`src/hw/rtl/fpexp_pkg.sv`:
```
// shared types, constants and tables of the fixed-point exponential pipeline
package fpexp_pkg;

	localparam int VAL_W = 50;
	localparam int CO_W = 32;
	localparam int DLOW_W = 11;
	localparam int IDX_W = 5;

	localparam logic signed [31:0] HI_LIMIT = 32'sd363408;
	localparam logic signed [31:0] LO_LIMIT = -32'sd340695;
	localparam logic [31:0] SAT_HIGH = 32'd2147483647;
	localparam logic [31:0] ARG_OFFSET = 32'd524288;

	localparam logic [31:0] SER_C0 = 32'd5294;
	localparam logic [31:0] SER_C1 = 32'd4293434720;
	localparam logic [31:0] SER_C2 = 32'd2081624032;

	typedef struct packed {
		logic func;
		logic sat_hi;
		logic sat_lo;
		logic zero;
	} meta_t;

	// exp(k) * 2^32 for k = -13..12, indexed by k + 13
	function automatic logic [VAL_W-1:0] exp_int(input logic [IDX_W-1:0] idx);
		logic [VAL_W-1:0] r;
		unique case (idx)
			5'd0: r = 50'd9708;
			5'd1: r = 50'd26389;
			5'd2: r = 50'd71733;
			5'd3: r = 50'd194991;
			5'd4: r = 50'd530041;
			5'd5: r = 50'd1440801;
			5'd6: r = 50'd3916503;
			5'd7: r = 50'd10646160;
			5'd8: r = 50'd28939262;
			5'd9: r = 50'd78665070;
			5'd10: r = 50'd213833830;
			5'd11: r = 50'd581260615;
			5'd12: r = 50'd1580030169;
			5'd13: r = 50'd4294967296;
			5'd14: r = 50'd11674931555;
			5'd15: r = 50'd31735754293;
			5'd16: r = 50'd86266724208;
			5'd17: r = 50'd234497268814;
			5'd18: r = 50'd637429664642;
			5'd19: r = 50'd1732713474316;
			5'd20: r = 50'd4710003551159;
			5'd21: r = 50'd12803117065094;
			5'd22: r = 50'd34802480465680;
			5'd23: r = 50'd94602950235157;
			5'd24: r = 50'd257157480542844;
			5'd25: r = 50'd699026506411923;
			default: r = '0;
		endcase
		return r;
	endfunction

	// (1 - exp(-j/16)) * 2^32
	function automatic logic [CO_W-1:0] coarse(input logic [3:0] j);
		logic [CO_W-1:0] r;
		unique case (j)
			4'd0: r = 32'd0;
			4'd1: r = 32'd260218914;
			4'd2: r = 32'd504671961;
			4'd3: r = 32'd734314346;
			4'd4: r = 32'd950043403;
			4'd5: r = 32'd1152702096;
			4'd6: r = 32'd1343082321;
			4'd7: r = 32'd1521927990;
			4'd8: r = 32'd1689937949;
			4'd9: r = 32'd1847768698;
			4'd10: r = 32'd1996036966;
			4'd11: r = 32'd2135322113;
			4'd12: r = 32'd2266168400;
			4'd13: r = 32'd2389087112;
			4'd14: r = 32'd2504558555;
			default: r = 32'd2613033936;
		endcase
		return r;
	endfunction

endpackage

```
`src/hw/rtl/fpexp_scale.sv`:
```
// two-stage reduction v - floor(v * c / 2^32)
module fpexp_scale (
	input  logic                            clk,
	input  logic                            en_a,
	input  logic                            en_b,
	input  logic [fpexp_pkg::VAL_W-1:0]     v,
	input  logic [fpexp_pkg::CO_W-1:0]      c,
	output logic [fpexp_pkg::VAL_W-1:0]     res_s2
);
	import fpexp_pkg::*;

	logic [63:0] plo;
	logic [VAL_W-1:0] phi;
	logic [31:0] plo_s1;
	logic [VAL_W-1:0] phi_s1;
	logic [VAL_W-1:0] v_s1;

	always_comb begin
		plo = 64'(v[31:0]) * 64'(c);
		phi = VAL_W'(v[VAL_W-1:32]) * VAL_W'(c);
	end

	always_ff @(posedge clk) begin
		if (en_a) begin
			plo_s1 <= plo[63:32];
			phi_s1 <= phi;
			v_s1 <= v;
		end
		if (en_b) begin
			res_s2 <= v_s1 - (phi_s1 + VAL_W'(plo_s1));
		end
	end

endmodule

```
`config.mk`:
```
export PLATFORM = sky130hd
export DESIGN_NAME = fpexp_scale
export DESIGN_NICKNAME = d
export VERILOG_FILES = /design/src/hw/rtl/fpexp_pkg.sv /design/src/hw/rtl/fpexp_scale.sv
export SDC_FILE = /design/constraint.sdc
export NUM_CORES = 2
export LEC_CHECK = 0
export BUFFER_PORTS_ARGS = -buffer_cell sky130_fd_sc_hd__buf_2
export CORE_ASPECT_RATIO = 1.4
export CORE_MARGIN = 3
export CORE_UTILIZATION = 56
export DETAILED_ROUTE_END_ITERATION = 6
export PLACE_DENSITY = 0.72
export SLEW_MARGIN = 10
export SYNTH_ARGS = -nofsm -noshare
export SYNTH_HDL_FRONTEND = slang
export SYNTH_SLANG_ARGS = --single-unit
```
`constraint.sdc`:
```
create_clock -name clk -period 11.4 [get_ports clk]
set_input_delay 1.71 -clock clk [delete_from_list [all_inputs] [get_ports clk]]
set_output_delay 1.71 -clock clk [all_outputs]
set_load 0.02 [all_outputs]
```
==> out/results.ini <==
[global_route]
use_met2_pct = 53.8
grt_pass1_vias = 48500
grtUsageMet1_pct = 34.6
overflow = 0
antenna_found_initial = 13
gr-usage-met3_pct = 4.97
grt_use_total_pct = 30.9
top_usage_layer = met2
grt_max_degree = 74
grt_pass1_wl_mm = 261

[finish]
layout_commonest_cell = inv_1
final_cell_mix = 1,505 x inv_1, 1,407 x fa_1, 952 x nand2_1
nNetsFinal = 8178
synthToLayoutAreaGrowth_pct = 3.41
multiInputGateArea_um2 = 47500
drive_above_1_share_pct = 4.00
seq_area_um2 = 5470
fill_cells = 9098

[clock_tree]
clock-root-buffer = clkbuf_16
cts_made_buffers = 17
htree_levels = 4
cts_num_sinks = 182
clk_path_buf_depth = 2
cts_hold_buf = 0
cts_tree = done
post_cts_buffers = 0
cts.clk_slew.worst_paths_ns = 0.08
post_cts_resized = 0
insertion_delay_ns = 0.51

[job]
cap_violations = 0

[yosys]
syn-mean-instance-area_um2 = 9.38
synth_top_flop_cell = edfxtp_1
synth_cell_types = 82
synth_warnings = 0
ys_async_sr_fraction_pct = 0
syn_inst = 6395
synth_top_area_share_pct = 47.0
yosys_register_bits = 182
synth_edf_count = 182
yosys-top-cells-area = fa_1 47%, ha_1 9.4%, inv_1 9.4%
synth_area_um2 = 60000
synth_top_area_cell = fa_1
synth_fp_nets = 8339
yosysSeqAreaShare_pct = 9.12

[placement]
buffer_ports.inserted = 134
dpl.hpwl_mm = 126
gp_congestion = 0.926

[floorplan]
initial_core_util_pct = 56.6
row_count = 141
dieArea_um2 = 111000
pin_count = 135
die_h_um = 393
core_area_um2 = 106000
die_w_um = 283

[route]
routed_via_density = 5.69
drt_iter0_markers = 2912
first_pass_iters = 6
post_drt_wl_per_cell_um = 21.1
vias = 43400
wirelength_mm = 161
drc = 0
ant_nets = 0

[setup_path]
cp.required_ns = 11.66
crit_fanout = 50
worst_ep_arrival_time_ns = 9.64
cp-end-kind = flop
crit_type = in -> reg
startpoint_type = input pin

[sta]
worstMarginPinSlew_ns = 1.24
finalSetupViolCount = 0
period_share_pct = 82.3
clock.fmax_ghz = 0.107
drv_slew = 0
hold_violations = 0
max-slew-margin-rel_pct = 17.1
setup_tns_ns = 0
rsz0062_at_grt = false
clock_skew_ns = 0.0122
period_minus_slack_ns = 9.38

[outcome]
status = finished clean

[worst_hold_path]
worst_hold_path_type = reg -> reg

==> layout make-up <==
class                      instances  area share (%)
clock inverter                    15           0.359
clock buffer                      17           0.686
multi-input combinational       4350            76.6
timing repair buffer             178            1.66
sequential                       182            8.81
inverter                        1505            9.11
antenna                           12          0.0484
tap                             1358            2.74
==> worst max-delay path, cell delays in order <==
cell       delay (ns)
buf_2            0.86
and2_1           0.26
fa_1             0.44
fa_1             0.50
fa_1             0.52
inv_1            0.05
fa_1             0.49
inv_1            0.06
fa_1             0.50
inv_1            0.06
fa_1             0.54
inv_1            0.05
fa_1             0.47
inv_1            0.05
fa_1             0.48
inv_1            0.04
ha_1             0.30
and4_1           0.23
and3_4           0.18
nor4_4           0.24
o2111ai_1        0.16
o21ai_2          0.35
o21ai_1          0.21
a31oi_1          0.29
o21ai_1          0.17
o311a_1          0.37
==> final timing paths <==
check | startpoint | to | slack (ns) | cells past startpoint
max | c[7] | plo_s1[26] | 2.02 | 26
max reg2reg | plo_s1[0] | res_s2[44] | 6.82 | 16
min reg2reg | v_s1[1] | res_s2[0] | 0.65 | 1
min | v_s1[1] | res_s2[0] | 0.65 | 1
==> registers in the layout, summed over array words and instances, names as in the netlist <==
register / count
phi_s1: 50
res_s2: 50
plo_s1: 32
v_s1: 50
==> metal layers <==
layer	vias to the layer above	wire [um]
met3	610	10700
met4	0	13500
met5	-	0
met1	22500	55100
li1	18500	-
met2	1763	81600
==> cell usage after synthesis, types with 3 or more instances <==
cell type  instances
and2_1           732
a31oi_4            4
nand3_1           29
nor2_1            60
o21bai_1          13
a211oi_1          11
o21ai_0           56
a21oi_1          151
nor3_1            18
or3_1              4
o21ai_1           28
o21ai_2            6
xnor2_1           86
nand2b_1          17
o22ai_1            5
edfxtp_1         182
o2111ai_1          9
a21o_1            91
a21boi_1           3
o31ai_1            4
nand2_1          952
buf_2             12
and3_1            11
ha_1             452
xor2_1            40
fa_1            1407
a211o_1            4
clkbuf_1         343
nand4_1           34
o211ai_1          17
a221oi_1           3
o21a_1            13
inv_1           1505
a21oi_2            5
and4_1            12
nor2b_1            7
a31oi_1           14
a221o_1            3
==> per-stage QoR <==
step | setup WS, ns | cell area, um^2 | cells | hold slack [ns] | util, %
after floorplan | 2.77 | 60000 | 6395 | 0.603 | -
after global placement | 1.74 | 61300 | 7572 | 0.634 | 57.9
after detailed placement | 1.62 | 61300 | 7572 | 0.635 | 57.9
after CTS | 2.16 | 62000 | 7604 | 0.647 | 58.5
after global routing | 1.81 | 62000 | 7608 | 0.682 | 58.6
final | 2.02 | 62000 | 7617 | 0.645 | 58.6
==> cell families (layout without fill, tap and decap cells) <==
family                   Yosys count  after routing  share of synthesized area [%]
adder cells (fa/ha/maj)         1859           1859                           56.4
multiplexers                       1              1                         0.0188
XOR/XNOR                         126            126                           1.84
AO/OA/AOI/OAI                    472            472                           5.34
AND/OR/NAND/NOR                 1892           1892                           15.6
flip-flops                       182            182                           9.12
buffers and inverters           1863           1715                           11.7
other                              0             12                              0
Power is not shown: default switching activity piles up to over one toggle a cycle in this logic, so the estimate is an artifact.
