## src/hw/rtl/fpexp_pkg.sv

```systemverilog
// shared types, constants and tables of the fixed-point exponential pipeline
package fpexp_pkg;

	localparam int VAL_W = 50;
	localparam int CO_W = 32;
	localparam int DLOW_W = 11;
	localparam int IDX_W = 5;

	localparam logic signed [31:0] HI_LIMIT = 32'sd363408;
	localparam logic signed [31:0] LO_LIMIT = -32'sd340695;
	localparam logic [31:0] SAT_HIGH = 32'd2147483647;
	localparam logic [31:0] ARG_OFFSET = 32'd524288;

	localparam logic [31:0] SER_C0 = 32'd5294;
	localparam logic [31:0] SER_C1 = 32'd4293434720;
	localparam logic [31:0] SER_C2 = 32'd2081624032;

	typedef struct packed {
		logic func;
		logic sat_hi;
		logic sat_lo;
		logic zero;
	} meta_t;

	// exp(k) * 2^32 for k = -13..12, indexed by k + 13
	function automatic logic [VAL_W-1:0] exp_int(input logic [IDX_W-1:0] idx);
		logic [VAL_W-1:0] r;
		unique case (idx)
			5'd0: r = 50'd9708;
			5'd1: r = 50'd26389;
			5'd2: r = 50'd71733;
			5'd3: r = 50'd194991;
			5'd4: r = 50'd530041;
			5'd5: r = 50'd1440801;
			5'd6: r = 50'd3916503;
			5'd7: r = 50'd10646160;
			5'd8: r = 50'd28939262;
			5'd9: r = 50'd78665070;
			5'd10: r = 50'd213833830;
			5'd11: r = 50'd581260615;
			5'd12: r = 50'd1580030169;
			5'd13: r = 50'd4294967296;
			5'd14: r = 50'd11674931555;
			5'd15: r = 50'd31735754293;
			5'd16: r = 50'd86266724208;
			5'd17: r = 50'd234497268814;
			5'd18: r = 50'd637429664642;
			5'd19: r = 50'd1732713474316;
			5'd20: r = 50'd4710003551159;
			5'd21: r = 50'd12803117065094;
			5'd22: r = 50'd34802480465680;
			5'd23: r = 50'd94602950235157;
			5'd24: r = 50'd257157480542844;
			5'd25: r = 50'd699026506411923;
			default: r = '0;
		endcase
		return r;
	endfunction

	// (1 - exp(-j/16)) * 2^32
	function automatic logic [CO_W-1:0] coarse(input logic [3:0] j);
		logic [CO_W-1:0] r;
		unique case (j)
			4'd0: r = 32'd0;
			4'd1: r = 32'd260218914;
			4'd2: r = 32'd504671961;
			4'd3: r = 32'd734314346;
			4'd4: r = 32'd950043403;
			4'd5: r = 32'd1152702096;
			4'd6: r = 32'd1343082321;
			4'd7: r = 32'd1521927990;
			4'd8: r = 32'd1689937949;
			4'd9: r = 32'd1847768698;
			4'd10: r = 32'd1996036966;
			4'd11: r = 32'd2135322113;
			4'd12: r = 32'd2266168400;
			4'd13: r = 32'd2389087112;
			4'd14: r = 32'd2504558555;
			default: r = 32'd2613033936;
		endcase
		return r;
	endfunction

endpackage

```

## src/hw/rtl/fpexp_series.sv

```systemverilog
// quadratic series for the low fraction bits, four stages
module fpexp_series (
	input  logic                            clk,
	input  logic [3:0]                      en,
	input  logic [fpexp_pkg::DLOW_W-1:0]    dlow,
	input  logic                            zero,
	output logic [fpexp_pkg::CO_W-1:0]      s_s4
);
	import fpexp_pkg::*;

	logic [42:0] m1_s1;
	logic [DLOW_W-1:0] dlow_s1;
	logic [31:0] t1_s2;
	logic [DLOW_W-1:0] dlow_s2;
	logic [42:0] m2_s3;

	// the argument y is dlow << 17, so each high product is a shift by 15
	always_ff @(posedge clk) begin
		if (en[0]) begin
			m1_s1 <= 43'(SER_C2) * 43'(dlow);
			dlow_s1 <= dlow;
		end
		if (en[1]) begin
			t1_s2 <= SER_C1 - 32'(m1_s1[42:15]);
			dlow_s2 <= dlow_s1;
		end
		if (en[2]) begin
			m2_s3 <= 43'(t1_s2) * 43'(dlow_s2);
		end
		if (en[3]) begin
			// exact integer argument skips the reduction
			s_s4 <= zero ? '0 : 32'(m2_s3[42:15]) + SER_C0;
		end
	end

endmodule

```

## config.mk

```make
export PLATFORM = sky130hd
export DESIGN_NAME = fpexp_series
export DESIGN_NICKNAME = d
export VERILOG_FILES = /design/src/hw/rtl/fpexp_pkg.sv /design/src/hw/rtl/fpexp_series.sv
export SDC_FILE = /design/constraint.sdc
export NUM_CORES = 1
export LEC_CHECK = 0
export BUFFER_PORTS_ARGS = -buffer_cell sky130_fd_sc_hd__buf_2
export CAP_MARGIN = 10
export CORE_ASPECT_RATIO = 1.5
export CORE_UTILIZATION = 25
export DETAILED_ROUTE_END_ITERATION = 8
export SETUP_SLACK_MARGIN = 0.1
export SYNTH_ARGS = -nofsm -noshare
export SYNTH_HDL_FRONTEND = slang
export SYNTH_SLANG_ARGS = --single-unit
```

## constraint.sdc

```tcl
create_clock -name clk -period 6 [get_ports clk]
set_clock_uncertainty 0.05 [all_clocks]
set_input_delay 0.6 -clock clk [delete_from_list [all_inputs] [get_ports clk]]
set_output_delay 0.6 -clock clk [all_outputs]
set_load 0.02 [all_outputs]
```

==> summary.md <==
### Status
- outcome: complete, no violations

### Cells and area
- Synth-to-Final Area Change: 16.6%
- # nets final: 2537
- fraction of final layout cells with drive strength greater than 1: 13.1%
- fill cell instance count of the final layout: 7856
- summed area of non-filler cells in the final layout: 0.0224 mm2
- Antenna Diode Count: 0

### Synth
- complex-gate fraction of the synthesized area: 6.05%
- post-synthesis simple-gate area fraction: 12.8%
- register bit count reported by yosys: 134
- most common flop cell mapped by yosys: edfxtp_1
- multiplexer area fraction after synthesis: 0.156%
- dominant combinational cell family by area after synthesis: adder cells
- cell area after technology mapping: 0.0192 mm2
- number of library cell types mapped by synthesis: 65
- warnings from Yosys: 0
- synthesized-area fraction occupied by xor and xnor cells: 4.24%
- adder-cell share of the synthesized area: 46.7%
- synthesized instance count: 1878
- synthesized area per cell: 10.2 um2
- async set-or-reset flop fraction in the synthesized netlist: 0%
- share of the yosys chip area belonging to registers: 20.9%
- number of synthesized flops with an enable pin: 134

### Die
- row cnt: 124
- Total Die Area: 0.0780 mm2
- die height: 342 um
- core area: 0.0762 mm2
- Horiz. Die Dim: 228 um
- top-level I/O count: 49
- Initial Util: 25.2%

### Clocking
- Clock Latency Late Sink: 0.45 ns
- CTS tree: yes
- number of buffers added by the clock tree synthesis step: 17
- number of sinks driven by the clock tree: 134
- clock root buffer: clkbuf_16
- clock-pin slew of the registers on the worst-case setup and hold paths: 0.07 ns
- buffer levels on the longest clock path: 2
- H-tree depth: 4

### Global routing
- Most Used Layer, Global Route: met2
- largest net degree at the start of global routing: 40
- number of global-route vias before repair: 13.6k
- GR Layer Usage met1: 12.9%
- first-pass GRT wire length: 69.2 mm
- initial antenna violation count: 0
- met3 demand-to-capacity share in global routing: 1.22%
- met2 track demand over resource: 20.5%
- Overall Global Routing Usage: 11.0%
- Remaining Overflow, GRT: 0

### Timing
- worst slew margin relative to its limit: 42.1%
- shortest period the worst path allows: 5.91 ns
- final number of max-transition violations: 0
- FMAX: 0.169 GHz
- count of endpoints failing hold in the final timing report: 0
- part of the cycle the worst path needs: 98.6%
- unrepaired setup endpoints after global routing: true
- Least-Margin Pin Slew: 0.869 ns
- # setup viols final: 0

### Route
- wire length per cell: 14.1 um
- drt first-iter violations: 430
- total number of vias: 12.8k
- post-detailed-route DRC marker count: 0
- Post-DRT Antenna Nets: 0
- count of TritonRoute iterations in the first routing pass: 4
- final wirelength: 42.6 mm
- via/cell ratio: 4.23

### Job
- # Max-Cap Violations: 0

### Worst setup path
- library cell appearing most often on the critical path: fa_1
- data arrival at the endpoint of the critical path: 6.06 ns
- CP Max Fanout: 8
- CP peak stage delay: 0.56 ns
- CP startpoint kind: register
- Critical Path Slowest Stage Cell: fa_1
- data required time at the worst endpoint: 6.15 ns
- WS Path Type: register to register
- type of destination of the critical path: register
- cell-by-cell listing of the critical path: buf_12, and2_4, fa_1, fa_1, fa_1, fa_1, inv_2, fa_1, inv_2, ha_4, buf_6, nand4_1, nor2_2, a22oi_2, buf_4, a22oi_1, o211ai_1, buf_4, o21ai_4, buf_4, o21a_1, nor2_1, xnor2_1

### Min path
- path category of the worst min-delay check: register to register

### Placement
- final HPWL from detailed placement: 34.6 mm
- gpl congestion: 0.844
- placed inst area: 0.0211 mm2
- number of port buffers: 45

==> Yosys cell counts (27+ instances only) <==
master / instances / share of area, %
inv_1: 398 / 7.8
xor2_1: 34 / 1.5
fa_1: 333 / 35
o21ai_0: 27 / 0.70
xnor2_1: 59 / 2.7
and2_1: 139 / 4.5
edfxtp_1: 134 / 21
clkbuf_1: 59 / 1.2
nor2_1: 56 / 1.1
nand2_1: 211 / 4.1
ha_1: 185 / 12
a21oi_1: 56 / 1.5
==> metrics by stage <==
stage               std cells  hold WS [ns]  worst slack, ns  TNS [ns]  utilization (%)
floorplan                1880         0.350            0.109         0                -
global placement         2940         0.354         -0.00621  -0.00621             27.7
detailed placement       2940         0.355          -0.0214   -0.0214             27.7
CTS                      2975         0.369           0.0872         0             28.5
global route             3023         0.387           -0.174    -0.469             29.4
finish                   3023         0.379           0.0865         0             29.4
==> cell families (layout without fill, tap and decap cells) <==
logic type                 Yosys count  count (layout)
adders and majority gates          518             518
DFF                                134             134
buffers and inverters              465             600
other                                1               3
xor gates and xnor gates            93              93
muxes                                3               3
and+or+nand+nor                    499             499
AOI/OAI and AO/OA                  165             165
==> path summary, 6_finish.rpt <==
| check | from | to | slack [ns] | cells past startpoint |
|---|---|---|---|---|
| max | dlow_s2[8] | m2_s3[40] | 0.09 | 23 |
| max reg2reg | dlow_s2[8] | m2_s3[40] | 0.09 | 23 |
| min reg2reg | dlow_s1[4] | dlow_s2[4] | 0.38 | 0 |
| min | dlow_s1[4] | dlow_s2[4] | 0.38 | 0 |
==> critical path, delay by kind of cell, from the launching register on <==
family	cells	cell delay [ns]
compound gates	5	0.63
xor+xnor	1	0.12
fa+ha+maj	6	2.86
buf+inv	7	0.85
flops	1	0.51
simple gates	4	0.63
==> routing by layer <==
layer	up-vias	wire (um)
met5	-	0
met4	0	1180
met3	67	1320
met2	252	22900
met1	6386	17200
li1	6069	-
==> sequential cells by signal (all words and copies together) (netlist names) <==
register and cells:
m1_s1 27, m2_s3 28, t1_s2 28, dlow_s2 11, s_s4 29, dlow_s1 11
==> cell usage in the layout (no fill, tap or decap), drive strengths merged, types with 3 or more instances in the layout <==
master	synthesis	layout
a21oi	59	59
nand2	211	211
o21ai	33	33
clkinv	0	5
nand2b	10	10
mux2i	3	3
nand4	11	11
o21a	8	8
or3	8	8
inv	398	406
nand3	15	15
nor2b	8	8
o41ai	3	3
nor3	15	15
fa	333	333
buf	8	165
a21o	21	21
xnor2	59	59
xor2	34	34
a211oi	5	5
nor2	57	57
and3	9	9
clkbuf	59	22
and2	139	139
edfxtp	134	134
conb	1	3
a31oi	4	4
ha	185	185
o21bai	10	10
==> area by class of cell <==
| type | count | area, um2 | area share [%] |
|---|---|---|---|
| Clock buffer | 17 | 425 | 1.90 |
| Timing Repair Buffer | 170 | 1420 | 6.32 |
| Multi-Input combinational cell | 1281 | 13700 | 60.9 |
| Inverter | 398 | 1490 | 6.66 |
| Clock inverter | 15 | 139 | 0.619 |
| Tap cell | 1008 | 1260 | 5.63 |
| Sequential cell | 134 | 4020 | 17.9 |
==> timing repair <==
| action | 4_1_cts | 5_1_grt |
|---|---|---|
| cloned | 0 | 4 |
| resized for setup | 1 | 58 |
| endpoints found under the hold margin | 0 | 0 |
| pin swaps | 0 | 30 |
| setup buffers | 3 | 46 |
| hold buffers | 0 | 0 |
| setup endpoints to repair | 4 | 16 |
Power is left out: the tool's default activity adds up to more than one toggle a clock period on the data nets, which glitch-free logic cannot reach.
